$ cat src/design/tmcw_pkg.sv
package tmcw_pkg;

  localparam int COLUMNS = 80;
  localparam int ROWS = 25;
  localparam int CELLS = COLUMNS * ROWS;

  localparam int ACT_W = 3;
  localparam int CHAR_W = 8;
  localparam int COL_W = 7;
  localparam int ROW_W = 5;
  localparam int ADDR_W = 11;
  localparam int CELL_W = 16;
  localparam int ATTR_W = 8;
  localparam int CNT_W = $clog2(CELLS + 1);
  localparam int RAM_AW = $clog2(CELLS);

  localparam int IN_DATA_W = 24;
  localparam int OUT_DATA_W = 40;

  localparam int CFG_IDX_W = 1;
  localparam logic [CFG_IDX_W-1:0] CFG_ATTRIBUTE = 1'd0;
  localparam logic [CFG_IDX_W-1:0] CFG_CURSOR_ENABLE = 1'd1;

  localparam int QDEPTH = 4;
  localparam int QPTR_W = $clog2(QDEPTH);

  localparam logic [ATTR_W-1:0] ATTR_RESET = 8'd15;
  localparam int RESET_LINE = 10;
  localparam int RESET_ROW = (RESET_LINE < ROWS) ? RESET_LINE : ROWS - 1;

  localparam logic [CHAR_W-1:0] CH_BS = 8'h08;
  localparam logic [CHAR_W-1:0] CH_TAB = 8'h09;
  localparam logic [CHAR_W-1:0] CH_LF = 8'h0A;
  localparam logic [CHAR_W-1:0] CH_CR = 8'h0D;
  localparam logic [CHAR_W-1:0] CH_BLANK = 8'h20;
  localparam int TAB_STEP = 8;

  typedef enum logic [ACT_W-1:0] {
    ACT_TTY   = 3'd0,
    ACT_GLYPH = 3'd1,
    ACT_CLEAR = 3'd2,
    ACT_PLACE = 3'd3,
    ACT_READ  = 3'd4
  } action_e;

  typedef enum logic [1:0] {
    OP_NONE,
    OP_SCROLL,
    OP_CLEAR,
    OP_READ
  } op_e;

  typedef struct packed {
    logic [COL_W-1:0]  cursor_column;
    logic [ROW_W-1:0]  cursor_row;
    logic [ADDR_W-1:0] cursor_address;
    logic              cursor_update;
  } cursor_t;

  typedef struct packed {
    op_e                op;
    logic               wr_en;
    logic [RAM_AW-1:0]  addr;
    logic [CELL_W-1:0]  wr_data;
    logic [ATTR_W-1:0]  attr;
    cursor_t            cursor;
  } cmd_t;

  typedef struct packed {
    cursor_t           cursor;
    logic [CELL_W-1:0] cell_value;
  } res_t;

endpackage

$ cat src/design/tmcw_queue.sv
module tmcw_queue import tmcw_pkg::*; (
  input  logic clk_i,
  input  logic rst_ni,
  input  logic push_i,
  input  cmd_t push_data_i,
  output logic full_o,
  input  logic pop_i,
  output cmd_t head_o,
  output logic valid_o
);

  cmd_t              buf_q [QDEPTH];
  logic [QPTR_W-1:0] wr_ptr_q, rd_ptr_q;
  logic [QPTR_W:0]   count_q;

  assign full_o = (count_q == (QPTR_W + 1)'(QDEPTH));
  assign valid_o = (count_q != '0);
  assign head_o = buf_q[rd_ptr_q];

  always_ff @(posedge clk_i) begin
    if (push_i) begin
      buf_q[wr_ptr_q] <= push_data_i;
    end
  end

  always_ff @(posedge clk_i or negedge rst_ni) begin
    if (!rst_ni) begin
      wr_ptr_q <= '0;
      rd_ptr_q <= '0;
      count_q <= '0;
    end else begin
      if (push_i) begin
        wr_ptr_q <= wr_ptr_q + QPTR_W'(1);
      end
      if (pop_i) begin
        rd_ptr_q <= rd_ptr_q + QPTR_W'(1);
      end
      if (push_i && !pop_i) begin
        count_q <= count_q + (QPTR_W + 1)'(1);
      end else if (pop_i && !push_i) begin
        count_q <= count_q - (QPTR_W + 1)'(1);
      end
    end
  end

endmodule

$ cat config.mk
export PLATFORM = sky130hd
export DESIGN_NAME = tmcw_queue
export DESIGN_NICKNAME = d
export VERILOG_FILES = /design/src/design/tmcw_pkg.sv /design/src/design/tmcw_queue.sv
export SDC_FILE = /design/constraint.sdc
export NUM_CORES = 1
export LEC_CHECK = 0
export BUFFER_PORTS_ARGS = -buffer_cell sky130_fd_sc_hd__buf_2
export CORE_MARGIN = 4
export CORE_UTILIZATION = 50
export CTS_CLUSTER_SIZE = 16
export DETAILED_ROUTE_END_ITERATION = 8
export GPL_TIMING_DRIVEN = 0
export PLACE_DENSITY = 0.74
export SYNTH_ARGS = -nofsm -noshare
export SYNTH_HDL_FRONTEND = slang
export SYNTH_SLANG_ARGS = --single-unit
$ cat constraint.sdc
create_clock -name clk_i -period 7.9 [get_ports clk_i]
set_input_delay 0.79 -clock clk_i [delete_from_list [all_inputs] [get_ports clk_i]]
set_output_delay 0.79 -clock clk_i [all_outputs]
set_load 0.01 [all_outputs]
==> results by group <==
Yosys
  – Synth Cell Area: 9417 sq um
  – Synthesized area per cell: roughly 26 sq um
  – Mapped Nets: 430
  – #FFs+latches synth: 255
  – Number of enable flip-flop cells after synthesis: between 200 and 250
  – Synth async-reset ratio: under 10%
  – Post-synth cell types: 19
  – Synth Flop Type: edfxtp_1
  – Yosys warns: 0
  – Post-synthesis sequential area ratio: just over 80%
  – Syn Inst Count: between 300 and 400

Worst setup path
  – CP peak stage delay: approximately 0.53 ns
  – Worst Setup End Kind: output pin
  – Worst path bufs/invs: 3
  – CP arrival: approximately 1.9 ns
  – CP Launch Type: flip-flop
  – Worst R2R Setup Slack: ~6.2 ns
  – Cell family with most CP delay: buffers and inverters
  – Setup CP Type: reg2out
  – Cell chain of the critical path: buf_6 > buf_12 > mux4_2 > buf_2
  – Maximum fanout along the worst path: 10
  – Required time of the critical path: about 7.1 ns
  – Critical Path Slowest Stage Cell: mux4_2

STA
  – Clk_skew: around 0.019 ns
  – Slew @ Worst Pin: around 0.34 ns
  – # setup viols final: 0
  – RSZ-0062 raised after global routing: false
  – TNS Setup: 0 ns
  – Final Slew Violations: 0
  – FMAX: between 300 and 400 MHz
  – Hold WS: 0.1032 ns
  – Crit share post-route: 34.53%
  – Tmin final: roughly 2.7 ns
  – Final Hold Viols: 0
  – Max_slew headroom: 77.06%

Power
  – Max IR drop VDD: 0.0003245 V
  – Leakage: a little under 0.004 uW
  – Pwr/cell area: slightly below 400 nW/um^2
  – Overall Power: 4375 uW

Hold path
  – Min-Delay Path Class: in2async

Global route
  – Grt met3 use: roughly 4.8%
  – GRT Total Usage: 15.63%
  – Antenna violations before repair: 1
  – M1 GR Usage: 20.11%
  – Vias in the first global route: about 4,700
  – Global-route wire length before repair: approximately 26 mm
  – Largest net degree at the start of global routing: 45
  – Met2 GRT Util: a little over a quarter
  – Top Usage Layer GRT: met2
  – Total global routing overflow: 0

Placement
  – Detailed Place HPWL: around 10 mm
  – Dpl cells: between 700 and 800
  – Port Buffers: roughly 130
  – RePlAce Congestion: ~0.74

Routing
  – Routed via count: roughly 4,200
  – DRC viols: 0
  – Drt wl/cell: 21.30 um
  – Vias/cell: 5.453
  – Initial drt markers: between 150 and 200
  – Post-Route WL: 16.36 mm
  – First-pass DRT Iterations: 4
  – DRT antenna net count: 0

Floorplan
  – Row count: 49
  – Die X-Extent: 145.2 um
  – Core ar.: about 18,000 sq um
  – Die Y: 145.2 um
  – I/O Pins: 130
  – DIE AREA: approximately 21,000 sq um
  – Initial core utilization: approximately half

Clock tree
  – CTS tree: built
  – CTS Hold Bufs: 0
  – Post-cts repair resize count: 0
  – Worst-path clk slew: ~0.060 ns
  – Longest Clk Path Bufs: 3
  – Root Driver: clkbuf_16
  – Clk_lat worst skew: about 0.52 ns
  – CTS Buf Count: 27
  – Clock sink count: 255
  – H-tree depth: 1
  – Setup Fix Bufs, Post-CTS: 0

Status
  – Status: completed

Finish
  – Area growth, synth to finish: 20.94%
  – Non-Filler Instances: 768
  – Final core occ: between 60% and 70%
  – Fin nets: between 500 and 600
  – Layout cell share with drive strength beyond 1: a little under half
  – Ant diodes: 0

Job
  – Max-cap violations: 0
## placed cells by master, fill, tap and decap left out, types with 2 or more instances in the layout
cell type,n
clkbuf_16,27
clkinv_2,2
edfxtp_1,248
buf_2,136
clkbuf_1,8
inv_1,4
buf_16,4
mux4_2,58
mux4_1,4
dfrtp_1,7
and2_4,4
xor2_1,4
nand2_1,2
ha_1,5
xnor2_1,2
clkinv_1,4
buf_12,6
bufinv_16,6
## synth_stat cells (2+ instances only)
library cell	n	area (sq um)
and2_1	4	25.02
xor2_1	4	35.03
edfxtp_1	248	7447
buf_12	6	120.1
ha_1	5	62.56
dfrtp_1	7	175.2
buf_2	7	35.03
mux4_2	58	1306
mux4_1	4	105.1
xnor2_1	2	17.52
inv_1	4	15.01
nand2_1	2	7.510
## state kept, by name, summed over array words and instances (netlist names)
signal	cells
count_q	3
buf_q	248
rd_ptr_q	2
wr_ptr_q	2
## per-stage QoR
step / area, sq um / setup slack [ns]
2_1_floorplan: 9417 / 5.222
3_3_place_gp: 10350 / 3.887
3_5_place_dp: 10470 / 5.673
4_1_cts: 11390 / 5.105
5_1_grt: 11390 / 5.057
6_report: 11390 / 5.172
## routing by layer
metal,vias up,part of all wire (%)
met5,-,0.079
met4,2,2.1
met3,31,7.1
met2,137,51
met1,2158,40
li1,1860,-
## path summary, 6_finish.rpt
kind                                          from  depth (start not counted)                       to
max                        rd_ptr_q[0]$_DFFE_PN0P_                          4               head_o[56]
min in group clk_i                 push_data_i[55]                          1   buf_q[3][55]$_DFFE_PP_
max reg2reg                wr_ptr_q[1]$_DFFE_PN0P_                          4   buf_q[1][16]$_DFFE_PP_
min reg2reg                 count_q[2]$_DFFE_PN0P_                          1   count_q[2]$_DFFE_PN0P_
max in group asynchronous                   rst_ni                          1  rd_ptr_q[0]$_DFFE_PN0P_
min                                         rst_ni                          1  rd_ptr_q[1]$_DFFE_PN0P_
## cell type report
cell class | count | area (sq um)
clock inverters | 13 | 214.0
flip-flops and latches | 255 | 7622
plain buffers | 14 | 166.4
well taps | 229 | 286.5
fillers | 1279 | 6882
repair buffers | 133 | 755.7
multi-input cells | 85 | 1623
clock buffers | 35 | 705.7
inverters | 4 | 15.01
## logic make-up after synthesis
group           synth area share, %
buf+inv                       1.927
fa+ha+maj                    0.8770
simple gates                 0.5315
flops                         80.95
compound gates              0.05310
xor+xnor                     0.5581
mux                           15.11
## power by group
group / leakage (uW) / switching, uW / internal [uW]
Clock: 0.000446 / 467 / 821
Combinational: 0.00117 / 646 / 611
Sequential: 0.00236 / 60.7 / 1770
Note: power is estimated with default switching activity, not from simulation.
