--- src/design/tmcw_pkg.sv ---
package tmcw_pkg;

  localparam int COLUMNS = 80;
  localparam int ROWS = 25;
  localparam int CELLS = COLUMNS * ROWS;

  localparam int ACT_W = 3;
  localparam int CHAR_W = 8;
  localparam int COL_W = 7;
  localparam int ROW_W = 5;
  localparam int ADDR_W = 11;
  localparam int CELL_W = 16;
  localparam int ATTR_W = 8;
  localparam int CNT_W = $clog2(CELLS + 1);
  localparam int RAM_AW = $clog2(CELLS);

  localparam int IN_DATA_W = 24;
  localparam int OUT_DATA_W = 40;

  localparam int CFG_IDX_W = 1;
  localparam logic [CFG_IDX_W-1:0] CFG_ATTRIBUTE = 1'd0;
  localparam logic [CFG_IDX_W-1:0] CFG_CURSOR_ENABLE = 1'd1;

  localparam int QDEPTH = 4;
  localparam int QPTR_W = $clog2(QDEPTH);

  localparam logic [ATTR_W-1:0] ATTR_RESET = 8'd15;
  localparam int RESET_LINE = 10;
  localparam int RESET_ROW = (RESET_LINE < ROWS) ? RESET_LINE : ROWS - 1;

  localparam logic [CHAR_W-1:0] CH_BS = 8'h08;
  localparam logic [CHAR_W-1:0] CH_TAB = 8'h09;
  localparam logic [CHAR_W-1:0] CH_LF = 8'h0A;
  localparam logic [CHAR_W-1:0] CH_CR = 8'h0D;
  localparam logic [CHAR_W-1:0] CH_BLANK = 8'h20;
  localparam int TAB_STEP = 8;

  typedef enum logic [ACT_W-1:0] {
    ACT_TTY   = 3'd0,
    ACT_GLYPH = 3'd1,
    ACT_CLEAR = 3'd2,
    ACT_PLACE = 3'd3,
    ACT_READ  = 3'd4
  } action_e;

  typedef enum logic [1:0] {
    OP_NONE,
    OP_SCROLL,
    OP_CLEAR,
    OP_READ
  } op_e;

  typedef struct packed {
    logic [COL_W-1:0]  cursor_column;
    logic [ROW_W-1:0]  cursor_row;
    logic [ADDR_W-1:0] cursor_address;
    logic              cursor_update;
  } cursor_t;

  typedef struct packed {
    op_e                op;
    logic               wr_en;
    logic [RAM_AW-1:0]  addr;
    logic [CELL_W-1:0]  wr_data;
    logic [ATTR_W-1:0]  attr;
    cursor_t            cursor;
  } cmd_t;

  typedef struct packed {
    cursor_t           cursor;
    logic [CELL_W-1:0] cell_value;
  } res_t;

endpackage

--- src/design/tmcw_front.sv ---
module tmcw_front import tmcw_pkg::*; (
  input  logic                 clk_i,
  input  logic                 rst_ni,
  input  logic                 cfg_we_i,
  input  logic [CFG_IDX_W-1:0] cfg_index_i,
  input  logic [ATTR_W-1:0]    cfg_wdata_i,
  input  logic                 req_valid_i,
  output logic                 req_ready_o,
  input  logic [ACT_W-1:0]     action_i,
  input  logic [CHAR_W-1:0]    character_i,
  input  logic [COL_W-1:0]     column_i,
  input  logic [ROW_W-1:0]     row_i,
  output logic                 push_o,
  output cmd_t                 cmd_o,
  input  logic                 full_i
);

  logic [ATTR_W-1:0] attr_q;
  logic              cur_en_q;
  logic [COL_W-1:0]  col_q, col_d;
  logic [ROW_W-1:0]  row_q, row_d;
  logic [COL_W:0]    col_n;
  logic [ROW_W:0]    row_n;
  logic [COL_W-1:0]  col_clamp;
  logic [ROW_W-1:0]  row_clamp;
  logic              do_write;
  logic              do_wrap;
  logic              accept;

  assign req_ready_o = !full_i;
  assign accept = req_valid_i && !full_i;
  assign push_o = accept;

  assign col_clamp = (column_i >= COL_W'(COLUMNS)) ? COL_W'(COLUMNS - 1) : column_i;
  assign row_clamp = (row_i >= ROW_W'(ROWS)) ? ROW_W'(ROWS - 1) : row_i;

  always_comb begin
    col_n = {1'b0, col_q};
    row_n = {1'b0, row_q};
    do_write = 1'b0;
    do_wrap = 1'b0;
    cmd_o = '0;
    cmd_o.op = OP_NONE;
    cmd_o.attr = attr_q;
    case (action_i)
      ACT_TTY: begin
        do_wrap = 1'b1;
        if (character_i == CH_BS) begin
          if (col_q != '0) begin
            col_n = col_n - (COL_W + 1)'(1);
          end
        end else if (character_i == CH_TAB) begin
          col_n = (col_n + (COL_W + 1)'(TAB_STEP)) & ~(COL_W + 1)'(TAB_STEP - 1);
        end else if (character_i == CH_CR) begin
          col_n = '0;
        end else if (character_i == CH_LF) begin
          col_n = '0;
          row_n = row_n + (ROW_W + 1)'(1);
        end else if (character_i >= CH_BLANK) begin
          do_write = 1'b1;
          col_n = col_n + (COL_W + 1)'(1);
        end
      end
      ACT_GLYPH: begin
        do_wrap = 1'b1;
        do_write = 1'b1;
        col_n = col_n + (COL_W + 1)'(1);
      end
      ACT_CLEAR: begin
        cmd_o.op = OP_CLEAR;
        col_n = '0;
        row_n = '0;
      end
      ACT_PLACE: begin
        col_n = {1'b0, col_clamp};
        row_n = {1'b0, row_clamp};
      end
      ACT_READ: begin
        cmd_o.op = OP_READ;
        cmd_o.addr = RAM_AW'(row_clamp) * RAM_AW'(COLUMNS) + RAM_AW'(col_clamp);
      end
      default: begin
      end
    endcase
    if (do_wrap) begin
      if (col_n >= (COL_W + 1)'(COLUMNS)) begin
        col_n = '0;
        row_n = row_n + (ROW_W + 1)'(1);
      end
      if (row_n >= (ROW_W + 1)'(ROWS)) begin
        cmd_o.op = OP_SCROLL;
        row_n = (ROW_W + 1)'(ROWS - 1);
      end
    end
    if (do_write) begin
      cmd_o.wr_en = 1'b1;
      cmd_o.addr = RAM_AW'(row_q) * RAM_AW'(COLUMNS) + RAM_AW'(col_q);
      cmd_o.wr_data = {attr_q, character_i};
    end
    col_d = col_n[COL_W-1:0];
    row_d = row_n[ROW_W-1:0];
    cmd_o.cursor.cursor_column = col_d;
    cmd_o.cursor.cursor_row = row_d;
    cmd_o.cursor.cursor_address = ADDR_W'(row_d) * ADDR_W'(COLUMNS) + ADDR_W'(col_d);
    cmd_o.cursor.cursor_update = cur_en_q;
  end

  always_ff @(posedge clk_i or negedge rst_ni) begin
    if (!rst_ni) begin
      attr_q <= ATTR_RESET;
      cur_en_q <= 1'b1;
      col_q <= '0;
      row_q <= ROW_W'(RESET_ROW);
    end else begin
      if (cfg_we_i) begin
        case (cfg_index_i)
          CFG_ATTRIBUTE: attr_q <= cfg_wdata_i;
          CFG_CURSOR_ENABLE: cur_en_q <= cfg_wdata_i[0];
          default: begin
          end
        endcase
      end
      if (accept) begin
        col_q <= col_d;
        row_q <= row_d;
      end
    end
  end

endmodule

--- config.mk ---
export PLATFORM = sky130hd
export DESIGN_NAME = tmcw_front
export DESIGN_NICKNAME = d
export VERILOG_FILES = /design/src/design/tmcw_pkg.sv /design/src/design/tmcw_front.sv
export SDC_FILE = /design/constraint.sdc
export NUM_CORES = 1
export LEC_CHECK = 0
export BUFFER_PORTS_ARGS = -buffer_cell sky130_fd_sc_hd__buf_2
export CAP_MARGIN = 30
export CORE_ASPECT_RATIO = 2
export CORE_MARGIN = 5
export CORE_UTILIZATION = 30
export DETAILED_ROUTE_END_ITERATION = 10
export PLACE_DENSITY = 0.49
export REMOVE_ABC_BUFFERS = 1
export SLEW_MARGIN = 25
export SYNTH_ARGS = -nofsm -noshare
export SYNTH_HDL_FRONTEND = slang
export SYNTH_SLANG_ARGS = --single-unit
--- constraint.sdc ---
create_clock -name clk_i -period 6.95 [get_ports clk_i]
set_input_delay 0.3475 -clock clk_i [delete_from_list [all_inputs] [get_ports clk_i]]
set_output_delay 0.3475 -clock clk_i [all_outputs]
set_load 0.05 [all_outputs]
==> reports/metrics.cfg <==
[finish]
layout-drive-gt1-share_pct = 29.7
nNetsFinal = 609
design_area_sq_mm = 0.00424
syn2layout_area_growth_pct = 15.9
final_util_pct = 35.2
insertedDiodeCount = 0

[setup_path]
critical_path.max_stage_delay_ns = 0.51
timing.rr.start = col_q[0]$_DFFE_PN0P_
timing.critical_path.to = cmd_o[11]
start_kind = flop
r2r_setup_slack_ns = 3.00
worst-endpoint-required_ns = 6.60
crit_chain = inv_1 -> ha_1 -> or4b_1 -> o211ai_1 -> a211oi_1 -> a211oi_2 -> a21o_4 -> a211oi_4 -> nor4b_1 -> o41ai_2 -> o311a_1 -> ha_1 -> ha_1 -> fa_1 -> xnor2_1 -> and3b_1 -> xnor2_1 -> xnor2_1 -> buf_2
setup_cp_type = reg -> out
critical_r2r_capture = row_q[1]$_DFFE_PN1P_
critPathLaunch = col_q[0]$_DFFE_PN0P_
cp.arrival_ns = 5.87
timing.critical_path.slowest_stage_cell = dfrtp_1
worstSetupEndpointType = output port
reg2regPathDepth = 12
worstPathMaxFanout = 12

[timing]
report.final.slew_viol_count = 0
grt_setup_unrepaired = false
finalCriticalPeriod_ns = 6.22
period_share_pct = 89.5
fin_tns_setup_ns = 0
clock_skew_ns = 0.00299
timing.slew.headroom_pct = 50.5
timing.hold.ws_ns = 0.0556
tightestPinTransition_ns = 0.741
hold_viol = 0
fmaxAchievable_mhz = 161
setup_violations = 0

[global_route]
grt_first_pass_wirelength_um = 20300
global_route.usage.total_pct = 17.4
global_route.overflow_total = 0
grt_max_degree = 28
grt_antenna_before_repair = 0
via_count_of_the_first_global_routing_pass = 3856

[routing]
wire_per_inst_um = 19.2
detail_route.wirelength_um = 13000
drt_pre_antenna_iters = 4
drt-initial-drc-count = 133
drt.antenna.violating_nets = 0
drc = 0
vias = 3687
post_drt_via_cell_ratio = 5.43

[job]
cap_viol_max_count = 0

[hold_path]
hp-class = in -> async

[die]
number_of_core_rows = 57
initial_utilization_pct = 30.3
count_of_boundary_i_o_pins = 101
die_x_um = 88.1
dieArea_sq_mm = 0.0146
fp.dieH_um = 166
area_of_the_core_sq_mm = 0.0121

[logic_synthesis]
post_synth_inst_count = 456
synth_register_bits = 21
synth_cell_types = 90
synth.yosys.seq_area_share_pct = 14.6
syn-cell-area_sq_mm = 0.00366
synth_warnings = 0
number_of_synthesized_flops_with_an_enable_pin = 0
synthesis.area_per_instance_sq_um = 8.02
ys_async_sr_fraction_pct = 100
synth-main-ff-cell = dfrtp_1

[clocking]
cts_made_buffers = 3
clock_sink_count = 21
cts-root-to-sink-buffers = 2
worst_skew_pair.late_latency_ns = 0.25
clock_tree.htree_level_count = 1
post_cts.repair.setup_buffers = 0
path_clk_slew_ns = 0.06
tritoncts = yes
cts_root_buffer = clkbuf_16
cts_hold_buf = 0
cts_repair_resize_count = 0

[power_and_ir_drop]
p_leak_nw = 1.95
power.ir.vdd_worst_mv = 0.211
power_density_mw_per_mm2 = 263
post-layout-total-power_mw = 1.11

[place]
port_buffers = 100
place_congestion = 0.975
detailed_place.area_sq_mm = 0.00416
dp_hpwl_um = 10900

[run_status]
status = completed

## kinds of logic after synthesis
group	share of synthesized area, %
simple gates	26.6
flops	14.6
xor+xnor	6.47
mux	3.94
buf+inv	8.86
fa+ha+maj	14.6
compound gates	25.0
## report_power, final
| group | internal, mW | switching, mW |
|---|---|---|
| logic | 0.245 | 0.542 |
| clock network | 0.0781 | 0.0426 |
| registers | 0.152 | 0.0538 |
| total | 0.474 | 0.638 |
## cells in the final DEF (no fill, tap or decap), drive strengths merged, types with 3 or more instances in the layout
cell type,synthesis,layout
buf,13,106
nand2,39,39
nor2,38,38
ha,33,33
a21oi,27,27
inv,26,26
xnor2,18,18
o21ai,17,17
and2,15,15
o22ai,14,14
dfrtp,14,14
nand3,14,14
mux2,11,11
nor3,11,11
a21o,10,10
xor2,9,9
nor2b,8,8
dfstp,7,7
fa,6,6
o31ai,6,6
a21boi,5,5
a31oi,5,5
nor4b,5,5
nor4,5,5
a211oi,5,5
o211ai,4,4
a32oi,4,4
and3,4,4
nand2b,4,4
clkbuf,20,4
a32o,3,3
nand4,3,3
or2,3,3
or4b,3,3
or2b,3,3
o41ai,3,3
## stage by stage
| step | setup slack, ns | cells |
|---|---|---|
| 3_3_place_gp | 0.900 | 675 |
| 6_report | 0.729 | 679 |
| 5_1_grt | 0.474 | 679 |
| 3_5_place_dp | 0.817 | 675 |
| 4_1_cts | 0.721 | 679 |
| 2_1_floorplan | 0.751 | 422 |
## worst max-delay path, delay by kind of cell, from the launching register on
family	cells	cell delay, ns
flip-flops	1	0.51
AND/OR/NAND/NOR	3	0.90
AO/OA/AOI/OAI	7	2.10
adder cells (fa/ha/maj)	4	1.14
buffers and inverters	2	0.45
XOR/XNOR	3	0.54
## synthesized netlist by cell type (all sizes together) (4+ instances only)
master,n,share of area (%)
dfrtp,14,9.6
nand2b,4,0.89
a21o,10,2.3
dfstp,7,5.0
inv,26,2.7
a32oi,4,0.96
clkbuf,20,2.9
buf,13,3.0
nor3,11,2.1
and3,4,0.72
fa,6,3.3
o211ai,4,0.82
a31oi,5,0.86
xnor2,18,4.3
nor4,5,1.0
nand3,14,2.1
a211oi,5,1.5
nor2b,8,1.4
o22ai,14,2.4
o21ai,17,2.3
xor2,9,2.2
nor2,38,4.0
and2,15,2.6
nor4b,5,1.4
nand2,39,4.1
ha,33,11
a21oi,27,3.9
mux2,11,3.4
a21boi,5,1.0
o31ai,6,1.4
## worst min-delay path by stage
stage / start / to / slack [ns] / cells after the start
6_report: rst_ni / col_q[6]$_DFFE_PN0P_ / 0.06 / 1
5_1_grt: rst_ni / attr_q[6]$_DFFE_PN0P_ / 0.09 / 1
4_1_cts: rst_ni / attr_q[6]$_DFFE_PN0P_ / 0.07 / 1
3_5_place_dp: rst_ni / col_q[6]$_DFFE_PN0P_ / 0.34 / 1
3_3_place_gp: rst_ni / attr_q[6]$_DFFE_PN0P_ / 0.34 / 1
2_1_floorplan: rst_ni / attr_q[4]$_DFFE_PN0P_ / 0.05 / 0
## sequential cells by signal, summed over array words and instances (netlist names)
| signal | count |
|---|---|
| cur_en_q | 1 |
| attr_q | 8 |
| row_q | 5 |
| col_q | 7 |
## area by class of cell
cell class	count	area, sq um
well taps	147	184
flip-flops and latches	21	534
clock buffers	4	78.8
multi-input cells	375	2800
repair buffers	106	546
inverters	26	97.6
fillers	1324	7820
## layer usage
metal | vias to the layer above | wire (um) | track usage [%]
met5 | - | 0 | 0
met4 | 0 | 502 | 6.71
met3 | 28 | 443 | 1.44
met2 | 93 | 7700 | 35.6
met1 | 1754 | 4360 | 16.8
li1 | 1812 | - | -
No activity file was read; power rests on OpenSTA's default activity.
